--- config.mk ---
export PLATFORM = sky130hd
export DESIGN_NAME = lru_key_value_cache
export DESIGN_NICKNAME = d
export VERILOG_FILES = /design/src/hw/rtl/lkv_pkg.sv /design/src/hw/rtl/lkv_ram.sv /design/src/hw/rtl/lkv_search.sv /design/src/hw/rtl/lru_key_value_cache.sv
export SDC_FILE = /design/constraint.sdc
export NUM_CORES = 1
export LEC_CHECK = 0
export BUFFER_PORTS_ARGS = -buffer_cell sky130_fd_sc_hd__buf_2
export CAP_MARGIN = 10
export CORE_ASPECT_RATIO = 1.25
export CORE_MARGIN = 4
export CORE_UTILIZATION = 62
export CTS_BUF_LIST = sky130_fd_sc_hd__clkbuf_4 sky130_fd_sc_hd__clkbuf_8
export DETAILED_ROUTE_END_ITERATION = 8
export PLACE_DENSITY = 0.88
export RECOVER_POWER = 50
export REMOVE_ABC_BUFFERS = 1
export SLEW_MARGIN = 5
export SYNTH_ARGS = -nofsm -noshare
export SYNTH_HDL_FRONTEND = slang
export SYNTH_SLANG_ARGS = --single-unit
--- constraint.sdc ---
create_clock -name clk_i -period 19.3 [get_ports clk_i]
set_clock_uncertainty 0.05 [all_clocks]
set_input_delay 0 -clock clk_i [delete_from_list [all_inputs] [get_ports clk_i]]
set_output_delay 0 -clock clk_i [all_outputs]
set_load 0.01 [all_outputs]
--- src/hw/rtl/lkv_pkg.sv ---
package lkv_pkg;

  localparam int unsigned EntriesDefault = 8;
  localparam int unsigned CapW           = 4;
  localparam int unsigned KeyW           = 32;
  localparam int unsigned ValW           = 32;
  localparam int unsigned InDataW        = 64;
  localparam int unsigned OutDataW       = 72;
  localparam int unsigned OutPadW        = OutDataW - (2 * 32 + 2);

  localparam logic [CapW-1:0] CapReset  = 4'd5;
  localparam logic [ValW-1:0] MissValue = 32'hFFFF_FFFF;

  localparam logic OpGet = 1'b0;
  localparam logic OpPut = 1'b1;

  typedef enum logic [1:0] {
    StIdle,
    StScan,
    StDrain,
    StUpdate
  } state_e;

  typedef struct packed {
    logic hit;
    logic old_found;
    logic free_found;
  } flags_t;

endpackage

--- src/hw/rtl/lkv_ram.sv ---
module lkv_ram #(
  parameter int unsigned Width = 32,
  parameter int unsigned Depth = 8
) (
  input  logic                     clk_i,
  input  logic                     we_i,
  input  logic [$clog2(Depth)-1:0] waddr_i,
  input  logic [Width-1:0]         wdata_i,
  input  logic [$clog2(Depth)-1:0] raddr_i,
  output logic [Width-1:0]         rdata_o
);

  logic [Width-1:0] mem_q [Depth];
  logic [Width-1:0] rdata_q;

  always_ff @(posedge clk_i) begin
    if (we_i) begin
      mem_q[waddr_i] <= wdata_i;
    end
    rdata_q <= mem_q[raddr_i];
  end

  assign rdata_o = rdata_q;

endmodule

--- src/hw/rtl/lkv_search.sv ---
module lkv_search #(
  parameter int unsigned Entries = lkv_pkg::EntriesDefault
) (
  input  logic                        clk_i,
  input  logic                        rst_ni,
  input  logic                        clr_i,
  input  logic                        en_i,
  input  logic [lkv_pkg::KeyW-1:0]    key_i,
  input  logic [lkv_pkg::KeyW-1:0]    rd_key_i,
  input  logic [lkv_pkg::ValW-1:0]    rd_val_i,
  input  logic                        ent_vld_i,
  input  logic [$clog2(Entries)-1:0]  ent_age_i,
  input  logic [$clog2(Entries)-1:0]  ent_idx_i,
  output lkv_pkg::flags_t             flags_o,
  output logic [$clog2(Entries)-1:0]  hit_idx_o,
  output logic [$clog2(Entries)-1:0]  hit_age_o,
  output logic [lkv_pkg::ValW-1:0]    hit_val_o,
  output logic [$clog2(Entries)-1:0]  old_idx_o,
  output logic [lkv_pkg::KeyW-1:0]    old_key_o,
  output logic [$clog2(Entries)-1:0]  free_idx_o
);

  localparam int unsigned IdxW = $clog2(Entries);

  lkv_pkg::flags_t           flags_q, flags_d;
  logic [IdxW-1:0]           hit_idx_q, hit_idx_d;
  logic [IdxW-1:0]           hit_age_q, hit_age_d;
  logic [lkv_pkg::ValW-1:0]  hit_val_q, hit_val_d;
  logic [IdxW-1:0]           old_idx_q, old_idx_d;
  logic [IdxW-1:0]           old_age_q, old_age_d;
  logic [lkv_pkg::KeyW-1:0]  old_key_q, old_key_d;
  logic [IdxW-1:0]           free_idx_q, free_idx_d;
  logic                      key_eq;

  // the one shared key comparator
  assign key_eq = (rd_key_i == key_i);

  always_comb begin
    flags_d    = flags_q;
    hit_idx_d  = hit_idx_q;
    hit_age_d  = hit_age_q;
    hit_val_d  = hit_val_q;
    old_idx_d  = old_idx_q;
    old_age_d  = old_age_q;
    old_key_d  = old_key_q;
    free_idx_d = free_idx_q;
    if (clr_i) begin
      flags_d = '0;
    end else if (en_i) begin
      if (ent_vld_i && key_eq && !flags_q.hit) begin
        flags_d.hit = 1'b1;
        hit_idx_d   = ent_idx_i;
        hit_age_d   = ent_age_i;
        hit_val_d   = rd_val_i;
      end
      if (ent_vld_i && (!flags_q.old_found || (ent_age_i > old_age_q))) begin
        flags_d.old_found = 1'b1;
        old_idx_d         = ent_idx_i;
        old_age_d         = ent_age_i;
        old_key_d         = rd_key_i;
      end
      if (!ent_vld_i && !flags_q.free_found) begin
        flags_d.free_found = 1'b1;
        free_idx_d         = ent_idx_i;
      end
    end
  end

  always_ff @(posedge clk_i or negedge rst_ni) begin
    if (!rst_ni) begin
      flags_q <= '0;
    end else begin
      flags_q <= flags_d;
    end
  end

  always_ff @(posedge clk_i) begin
    hit_idx_q  <= hit_idx_d;
    hit_age_q  <= hit_age_d;
    hit_val_q  <= hit_val_d;
    old_idx_q  <= old_idx_d;
    old_age_q  <= old_age_d;
    old_key_q  <= old_key_d;
    free_idx_q <= free_idx_d;
  end

  assign flags_o    = flags_q;
  assign hit_idx_o  = hit_idx_q;
  assign hit_age_o  = hit_age_q;
  assign hit_val_o  = hit_val_q;
  assign old_idx_o  = old_idx_q;
  assign old_key_o  = old_key_q;
  assign free_idx_o = free_idx_q;

endmodule

--- src/hw/rtl/lru_key_value_cache.sv ---
// one request runs through the scan, drain and update states: key ram reads through the
// single key comparator, a drain state for the last read, then an update state that
// stalls while the previous result is untaken; the result word is registered at the update
// a new request is taken while the previous result still waits at the output
// reset (async, active low) empties the store, clears ages and occupancy, capacity = 5
module lru_key_value_cache #(
  parameter int unsigned Entries = lkv_pkg::EntriesDefault
) (
  input  logic                           clk_i,
  input  logic                           rst_ni,
  input  logic                           s_axis_tvalid,
  output logic                           s_axis_tready,
  // key [31:0], value [63:32]
  input  logic [lkv_pkg::InDataW-1:0]    s_axis_tdata,
  // operation
  input  logic                           s_axis_tuser,
  output logic                           m_axis_tvalid,
  input  logic                           m_axis_tready,
  // hit [0], read_value [32:1], evicted [33], evicted_key [65:34], zero pad
  output logic [lkv_pkg::OutDataW-1:0]   m_axis_tdata,
  input  logic                           cfg_valid_i,
  output logic                           cfg_ready_o,
  input  logic [lkv_pkg::CapW-1:0]       cfg_data_i
);

  localparam int unsigned IdxW = $clog2(Entries);
  localparam int unsigned OccW = $clog2(Entries + 1);
  localparam int unsigned CmpW = (OccW > lkv_pkg::CapW) ? OccW : lkv_pkg::CapW;
  localparam logic [IdxW-1:0] LastIdx = IdxW'(Entries - 1);

  lkv_pkg::state_e state_q, state_d;

  logic                      op_q, op_d;
  logic [lkv_pkg::KeyW-1:0]  key_q, key_d;
  logic [lkv_pkg::ValW-1:0]  val_q, val_d;
  logic [IdxW-1:0]           rd_idx_q, rd_idx_d;
  logic                      cmp_vld_q, cmp_vld_d;
  logic [IdxW-1:0]           cmp_idx_q, cmp_idx_d;
  logic [lkv_pkg::CapW-1:0]  cap_q, cap_d;
  logic [OccW-1:0]           occ_q, occ_d;
  logic [Entries-1:0]        valid_q, valid_d;
  logic [IdxW-1:0]           age_q [Entries];
  logic [IdxW-1:0]           age_d [Entries];

  logic                      out_vld_q, out_vld_d;
  logic                      out_hit_q, out_hit_d;
  logic [lkv_pkg::ValW-1:0]  out_rv_q, out_rv_d;
  logic                      out_ev_q, out_ev_d;
  logic [lkv_pkg::KeyW-1:0]  out_ek_q, out_ek_d;

  logic                      accept;
  logic                      in_ready;
  logic                      rd_en;
  logic                      commit;

  logic [lkv_pkg::KeyW-1:0]  rd_key;
  logic [lkv_pkg::ValW-1:0]  rd_val;
  lkv_pkg::flags_t           flags;
  logic [IdxW-1:0]           hit_idx, hit_age, old_idx, free_idx;
  logic [lkv_pkg::ValW-1:0]  hit_val;
  logic [lkv_pkg::KeyW-1:0]  old_key;

  logic [CmpW-1:0]           cap_ext, eff_cap, occ_ext;
  logic                      is_put, do_evict;
  logic [IdxW-1:0]           slot;

  // state machine: next state
  always_comb begin
    state_d = state_q;
    unique case (state_q)
      lkv_pkg::StIdle: begin
        if (accept) begin
          state_d = lkv_pkg::StScan;
        end
      end
      lkv_pkg::StScan: begin
        if (rd_idx_q == LastIdx) begin
          state_d = lkv_pkg::StDrain;
        end
      end
      lkv_pkg::StDrain: begin
        state_d = lkv_pkg::StUpdate;
      end
      lkv_pkg::StUpdate: begin
        if (commit) begin
          state_d = lkv_pkg::StIdle;
        end
      end
      default: begin
        state_d = lkv_pkg::StIdle;
      end
    endcase
  end

  // state machine: outputs
  always_comb begin
    in_ready = 1'b0;
    rd_en    = 1'b0;
    commit   = 1'b0;
    unique case (state_q)
      lkv_pkg::StIdle: begin
        in_ready = 1'b1;
      end
      lkv_pkg::StScan: begin
        rd_en = 1'b1;
      end
      lkv_pkg::StDrain: begin
      end
      lkv_pkg::StUpdate: begin
        commit = !out_vld_q || m_axis_tready;
      end
      default: begin
      end
    endcase
  end

  assign accept        = s_axis_tvalid && in_ready;
  assign s_axis_tready = in_ready;
  assign cfg_ready_o   = 1'b1;

  // request capture and scan address
  always_comb begin
    op_d      = op_q;
    key_d     = key_q;
    val_d     = val_q;
    rd_idx_d  = rd_idx_q;
    cmp_vld_d = rd_en;
    cmp_idx_d = rd_idx_q;
    if (accept) begin
      op_d     = s_axis_tuser;
      key_d    = s_axis_tdata[31:0];
      val_d    = s_axis_tdata[63:32];
      rd_idx_d = '0;
    end else if (rd_en) begin
      rd_idx_d = IdxW'(rd_idx_q + 1'b1);
    end
  end

  lkv_ram #(
    .Width (lkv_pkg::KeyW),
    .Depth (Entries)
  ) u_key_ram (
    .clk_i   (clk_i),
    .we_i    (commit && is_put),
    .waddr_i (slot),
    .wdata_i (key_q),
    .raddr_i (rd_idx_q),
    .rdata_o (rd_key)
  );

  lkv_ram #(
    .Width (lkv_pkg::ValW),
    .Depth (Entries)
  ) u_val_ram (
    .clk_i   (clk_i),
    .we_i    (commit && is_put),
    .waddr_i (slot),
    .wdata_i (val_q),
    .raddr_i (rd_idx_q),
    .rdata_o (rd_val)
  );

  lkv_search #(
    .Entries (Entries)
  ) u_search (
    .clk_i      (clk_i),
    .rst_ni     (rst_ni),
    .clr_i      (accept),
    .en_i       (cmp_vld_q),
    .key_i      (key_q),
    .rd_key_i   (rd_key),
    .rd_val_i   (rd_val),
    .ent_vld_i  (valid_q[cmp_idx_q]),
    .ent_age_i  (age_q[cmp_idx_q]),
    .ent_idx_i  (cmp_idx_q),
    .flags_o    (flags),
    .hit_idx_o  (hit_idx),
    .hit_age_o  (hit_age),
    .hit_val_o  (hit_val),
    .old_idx_o  (old_idx),
    .old_key_o  (old_key),
    .free_idx_o (free_idx)
  );

  // capacity clamp and eviction decision
  always_comb begin
    cap_ext = CmpW'(cap_q);
    occ_ext = CmpW'(occ_q);
    if (cap_q == '0) begin
      eff_cap = CmpW'(1);
    end else if (cap_ext > CmpW'(Entries)) begin
      eff_cap = CmpW'(Entries);
    end else begin
      eff_cap = cap_ext;
    end
  end

  assign is_put   = (op_q == lkv_pkg::OpPut);
  assign do_evict = is_put && !flags.hit && flags.old_found && (occ_ext >= eff_cap);

  always_comb begin
    priority if (flags.hit) begin
      slot = hit_idx;
    end else if (do_evict) begin
      slot = old_idx;
    end else begin
      slot = free_idx;
    end
  end

  // entry state and capacity update
  always_comb begin
    valid_d = valid_q;
    age_d   = age_q;
    occ_d   = occ_q;
    cap_d   = cap_q;
    if (cfg_valid_i) begin
      cap_d = cfg_data_i;
    end
    if (commit) begin
      if (flags.hit) begin
        for (int i = 0; i < Entries; i++) begin
          if (valid_q[i] && (age_q[i] < hit_age)) begin
            age_d[i] = IdxW'(age_q[i] + 1'b1);
          end
        end
        age_d[hit_idx] = '0;
      end else if (is_put && (do_evict || flags.free_found)) begin
        for (int i = 0; i < Entries; i++) begin
          if (valid_q[i] && (IdxW'(i) != slot)) begin
            age_d[i] = IdxW'(age_q[i] + 1'b1);
          end
        end
        age_d[slot]   = '0;
        valid_d[slot] = 1'b1;
        if (!do_evict) begin
          occ_d = OccW'(occ_q + 1'b1);
        end
      end
    end
  end

  // result register
  always_comb begin
    out_vld_d = out_vld_q;
    out_hit_d = out_hit_q;
    out_rv_d  = out_rv_q;
    out_ev_d  = out_ev_q;
    out_ek_d  = out_ek_q;
    if (m_axis_tready) begin
      out_vld_d = 1'b0;
    end
    if (commit) begin
      out_vld_d = 1'b1;
      out_hit_d = flags.hit;
      out_rv_d  = (!is_put && flags.hit) ? hit_val : lkv_pkg::MissValue;
      out_ev_d  = do_evict;
      out_ek_d  = do_evict ? old_key : '0;
    end
  end

  always_ff @(posedge clk_i or negedge rst_ni) begin
    if (!rst_ni) begin
      state_q   <= lkv_pkg::StIdle;
      cmp_vld_q <= 1'b0;
      cap_q     <= lkv_pkg::CapReset;
      occ_q     <= '0;
      valid_q   <= '0;
      out_vld_q <= 1'b0;
      for (int i = 0; i < Entries; i++) begin
        age_q[i] <= '0;
      end
    end else begin
      state_q   <= state_d;
      cmp_vld_q <= cmp_vld_d;
      cap_q     <= cap_d;
      occ_q     <= occ_d;
      valid_q   <= valid_d;
      out_vld_q <= out_vld_d;
      age_q     <= age_d;
    end
  end

  always_ff @(posedge clk_i) begin
    op_q      <= op_d;
    key_q     <= key_d;
    val_q     <= val_d;
    rd_idx_q  <= rd_idx_d;
    cmp_idx_q <= cmp_idx_d;
    out_hit_q <= out_hit_d;
    out_rv_q  <= out_rv_d;
    out_ev_q  <= out_ev_d;
    out_ek_q  <= out_ek_d;
  end

  assign m_axis_tvalid = out_vld_q;
  assign m_axis_tdata  = {{lkv_pkg::OutPadW{1'b0}}, out_ek_q, out_ev_q, out_rv_q, out_hit_q};

endmodule
# Word level (Yosys, flattened, before mapping)
# Memories as Yosys holds them, arrays and structs flattened. A register that Yosys moved wholly into a read port is not among the register bits.
# Index checks and enable logic that the tools add are counted.
# totals
mem_count,2
mem_bits_rw,512
reg_bits,263
word_cells,237
# mem_list
name,depth,word_bits,read_ports,rd_ports_with_merged_regs,write_ports,line,text
u_key_ram.mem_q,8,32,1,1,1,lkv_ram.sv:13,logic [Width-1:0] mem_q [Depth];
u_val_ram.mem_q,8,32,1,1,1,lkv_ram.sv:13,
# classes
order_cmp,19
n_addsub,10
reduce_logical,58
n_eq_ne,15
mux,89
n_bitwise,11
# ops
operator,n
$mux W3,64
$and A24 B24 Y24,2
$mux W24,2
$not A24 Y24,2
$eq A32 B32 Y1,1
$logic_and A1 B1 Y1,30
$add A3 B1 Y3 const B,9
$lt A3 B3 Y1,8
$demux W3 S3,2
$reduce_and A3 Y1,5
$ge A4 B4 Y1 const B,3
$mux W1,12
$ne A3 B3 Y1 const A,4
$not A3 Y4,3
$reduce_bool A2 Y1,6
$bmux W3 S3,1
$lt A3 B4 Y1 const B,2
$lt A4 B1 Y1 const B,2
$mux W4,2
$or A8 B8 Y8,1
$pmux W2 S4,1
$reduce_and A2 Y1,4
$logic_not A1 Y1,6
$mux W2,3
19 further kinds,27

# Depth between registers and ports, before layout
# logic_depth
ltp_word,16
ltp_mapped,11

# By module
# A second synthesis with hierarchy kept.
# unflattened
cells_unflattened,1615
area_unflattened_um2,32238.4
# modules_own_cells
mod,seq_area_each_um2,n_inst,area_per_inst_um2,cells_each
lkv_ram,8328.0,2,10466.3,415
lru_key_value_cache,5157.4,1,8363.0,642
lkv_search,2447.3,1,2942.8,143

# Worst setup path after synthesis
# No wires, ideal clock.
# synth_path
path_type,register -> register
start,reg state_q[0]
end,mem u_key_ram.mem_q[7][0] (enable)
setup_ns,0.493
arrival_ns,6.297
setup_slack_ns,12.460
n_path_buf,1
required_ns,18.757
path_stages_with_launch,7
period_less_slack_ns,6.840
cell_sequence,dfrtp_1 -> ha_1 -> nand2_2 -> inv_1 -> clkbuf_1 -> nand2_1 -> nor2b_1
# synth_via
elab_chain_cells,5
# synth_lines
item,line,text
start: declaration,lru_key_value_cache.sv:31,"lkv_pkg::state_e state_q, state_d;"
start signal: assignment,lru_key_value_cache.sv:264,state_q <= lkv_pkg::StIdle;
start signal: assignment,lru_key_value_cache.sv:274,state_q <= state_d;
$eq A2 B2 Y1,lru_key_value_cache.sv:100,unique case (state_q)
$mux W1,lru_key_value_cache.sv:100,
named net commit,lru_key_value_cache.sv:54,logic commit;
$logic_and A1 B1 Y1,lru_key_value_cache.sv:144,".we_i (commit && is_put),"
$mux W1,lkv_ram.sv:17,if (we_i) begin
$mux W1 (implied by the code),lkv_ram.sv:18,mem_q[waddr_i] <= wdata_i;
end: declaration,lkv_ram.sv:13,
# The timed path passes the listed nets, and every way through them passes these cells.

# Final worst setup path
# layout_path
start,reg state_q[0]
end,reg val_q[17] (netlist bit) (enable)
# layout_via
elab_chain_cells,3
# layout_lines
item,line,text
$logic_not A2 Y1,lru_key_value_cache.sv:100,
$mux W1,lru_key_value_cache.sv:100,
$logic_and A1 B1 Y1,lru_key_value_cache.sv:117,assign accept = s_axis_tvalid && in_ready;
named net accept,lru_key_value_cache.sv:51,logic accept;
end signal: assignment,lru_key_value_cache.sv:287,val_q <= val_d;
end: declaration,lru_key_value_cache.sv:35,"logic [lkv_pkg::ValW-1:0] val_q, val_d;"
# The timed path passes the listed nets, and every way through them passes these cells.
# A chain may end at the register's enable or synchronous reset.

==> impl_metrics.json <==
{
  "status": "finished, violations left",
  "violations": "capacitance limit, slew limit",
  "period_share_pct": 27.45,
  "pin_count": 149,
  "start_kind": "register",
  "fmax_mhz": 188.8,
  "endpoint_kind": "register",
  "cts_max_path_buffers": 3,
  "netlist_top_cells_area": "edfxtp_1 69%, mux4_2 9.7%, dfxtp_1 4.4%",
  "syn_area_um2": 31620,
  "synth_most_common_cell": "edfxtp_1",
  "avgSynthCellArea_um2": 20.10,
  "vias_per_cell": 6.265,
  "ant_nets": 0,
  "grt_overflow_total": 0,
  "seq_area_frac_synth_pct": 76.72,
  "die_height_um": 260.5,
  "routedWlPerCell_um": 27.35,
  "drt_first_pass_iters": 5,
  "r2r_start": "state_q[0]",
  "htreeDepth": 3,
  "dieArea_um2": 54700,
  "syn_to_final_growth_pct": 16.97,
  "post_cts_buffers": 0,
  "place_congestion": 0.9140,
  "yosys_register_bits": 839,
  "drive_gt1_share_pct": 25.52,
  "sw_frac_of_total_pct": 27.78,
  "hold_path_class": "in2reg",
  "cts_root_buf": "clkbuf_8",
  "core_area_um2": 50420,
  "period_minus_slack_ns": 5.297,
  "p_sw_w": 0.001374,
  "hold-path-endpoint": "cap_ext[3]",
  "drc": 0,
  "hold_viol": 0,
  "hpwlAfterDp_um": 37710,
  "placed_cells": 2331,
  "critPathArrivalTime_ns": 4.56,
  "reg2reg_slack_ns": 14.00,
  "cts-resized-gates": 0,
  "ir_worst_vdd_v": 0.0001058,
  "slew-limit-headroom_pct": -169.3,
  "r2r-end": "val_q[17]",
  "fillers": 2682,
  "insertion_delay_ns": 0.75,
  "final.setup.tns_ns": 0,
  "clkPwrFrac_pct": 30.0,
  "numPortBuffers": 141,
  "pre_cts_slack_ns": 15.47,
  "rsz0062_at_grt": "no",
  "min_from": "cfg_valid_i",
  "required_ns": 18.56,
  "synth_warnings": 0,
  "worst_slew_pin_slew_ns": 4.034,
  "synth_top_area_share_pct": 68.56,
  "crit_type": "reg2reg",
  "finalSetupViolCount": 0,
  "instances_no_fill": 2688,
  "clock_sinks": 839,
  "power_frac_comb_pct": 18.8,
  "grt_max_degree": 74,
  "synth_common_cells": "722 x edfxtp_1, 136 x mux4_2, 72 x mux2_2, 70 x dfxtp_1, 47 x nand2_1",
  "power_density_nw_per_um2": 133.7,
  "p_int_w": 0.003571,
  "async_reset_ff_share_pct": 5.602,
  "path_clk_slew_ns": 0.06,
  "routed_wl_um": 73520,
  "synthCells": 1573,
  "rows": 92,
  "maxSlewViolCount": 361,
  "yosysTopAreaCell": "edfxtp_1",
  "grt_antenna_before_repair": 1,
  "start_util_pct": 62.72,
  "grt_pass1_wl_um": 109800,
  "synth_edf_count": 722,
  "vias": 16840,
  "antenna_cells": 0,
  "drtIter0Drc": 1634,
  "cts_tree": "built",
  "whs_ns": 0.07243,
  "cellLeakagePower_nw": 12.39,
  "maxCapViolations": 7,
  "synthFlopType": "edfxtp_1",
  "setup_slack_ns": 14.00,
  "worstPathMaxFanout": 69,
  "cts_buffers": 113,
  "first_global_vias": 17560,
  "cp-startpoint": "state_q[0]",
  "rr_worst_depth": 4,
  "p_seq_share_pct": 51.3,
  "grt_usage_pct": 27.07,
  "holdPathStages": 3,
  "yosysUniqueCellTypes": 59,
  "fp.dieW_um": 210.0,
  "nNetsFinal": 2047
}
-- power groups by stage --
| stage | combinational (W) | clock (W) | sequential (W) |
|---|---|---|---|
| finish | 0.000928 | 0.00148 | 0.00254 |
| global route | 0.000996 | 0.00158 | 0.00256 |
| CTS | 0.000900 | 0.00148 | 0.00252 |
| detailed placement | 0.000860 | 0 | 0.00255 |
| global placement | 0.000823 | 0 | 0.00253 |
| floorplan | 0.000668 | 0 | 0.00252 |
-- sequential cells by signal (all words and copies together), names as in the netlist, 8 cells and up --
name / count
u_val_ram.rdata_o: 32
u_key_ram.rdata_o: 32
key_q: 32
u_search.hit_val_o: 32
u_key_ram.mem_q: 256
val_q: 32
out_rv_q: 32
age_q: 24
u_val_ram.mem_q: 256
u_search.old_key_o: 32
valid_q: 8
out_ek_q: 32
-- critical path, cell delays in order (launching register included) --
cell and delay, ns:
dfrtp_1 0.40, inv_1 0.09, ha_1 0.25, nand2_1 0.26, clkinvlp_2 2.80
-- layout make-up --
| type | count | area (um2) | area share (%) |
|---|---|---|---|
| multi-input cells | 654 | 7069 | 19.11 |
| clock inverters | 38 | 436.7 | 1.181 |
| flip-flops and latches | 839 | 24260 | 65.60 |
| clock buffers | 172 | 2105 | 5.690 |
| repair buffers | 305 | 2203 | 5.957 |
| well taps | 658 | 823.3 | 2.226 |
| inverters | 22 | 85.08 | 0.2300 |
-- cells by family (layout without fill, tap and decap cells) --
kind of cell             after synthesis  in the layout  share of synthesized area [%]
other                                  2              7                        0.02375
XOR/XNOR                              43             43                          1.191
multiplexers                         221            221                          12.66
AND/OR/NAND/NOR                      217            217                          3.842
adder cells (fa/ha/maj)               38             38                          1.504
buffers and inverters                 85            537                          1.231
AO/OA/AOI/OAI                        128            128                          2.825
flip-flops                           839            839                          76.72
-- cell usage in the layout (no fill, tap or decap), types with 8 or more instances in the layout --
master / count
nand2_1: 48
o21ai_0: 28
inv_1: 19
dfxtp_1: 69
clkbuf_8: 130
nor2_1: 14
nor3b_1: 15
buf_4: 15
a21o_1: 12
mux4_2: 136
or3_1: 32
o221ai_1: 10
nand2b_1: 24
ha_1: 38
mux2i_1: 13
nor2b_1: 10
clkbuf_1: 77
buf_2: 66
a21oi_1: 26
edfxtp_1: 722
dlygate4sd3_1: 147
bufinv_16: 8
and2_1: 35
xor2_1: 22
clkinv_2: 15
clkbuf_4: 42
o211ai_1: 14
dfrtp_1: 45
xnor2_1: 21
mux2_2: 70
-- per-layer routing --
| layer | wire, um | global-route usage, % | vias to the layer above |
|---|---|---|---|
| li1 | - | - | 7009 |
| met1 | 26290 | 34.27 | 8644 |
| met2 | 38880 | 47.25 | 1012 |
| met3 | 5657 | 4.365 | 172 |
| met4 | 2677 | 11.21 | 2 |
| met5 | 13 | 0 | - |
-- worst max-delay path by stage --
stage                                  end  slack, ns  cells after the start
floorplan                       state_q[0]      12.84                      5
global placement    u_val_ram.mem_q[4][17]      15.56                      7
detailed placement  u_val_ram.mem_q[4][29]      15.47                      7
CTS                 u_val_ram.mem_q[4][16]      15.40                      7
global route                     key_q[29]      13.62                      4
finish                           val_q[17]      14.00                      4
-- metrics by stage --
step / total power [W] / instance area, um2 / util (%)
floorplan: 0.003188 / 31330 / -
global placement: 0.003352 / 33090 / 65.63
detailed placement: 0.003414 / 33090 / 65.63
CTS: 0.004897 / 37100 / 73.59
global route: 0.005137 / 36990 / 73.36
finish: 0.004945 / 36990 / 73.36
-- timing repair --
item / in CTS / in global routing
hold buffers: 147 / 0
setup endpoints to repair: 0 / 0
hold endpoints to repair: 124 / 0
Power figures use the tool's default switching activity.
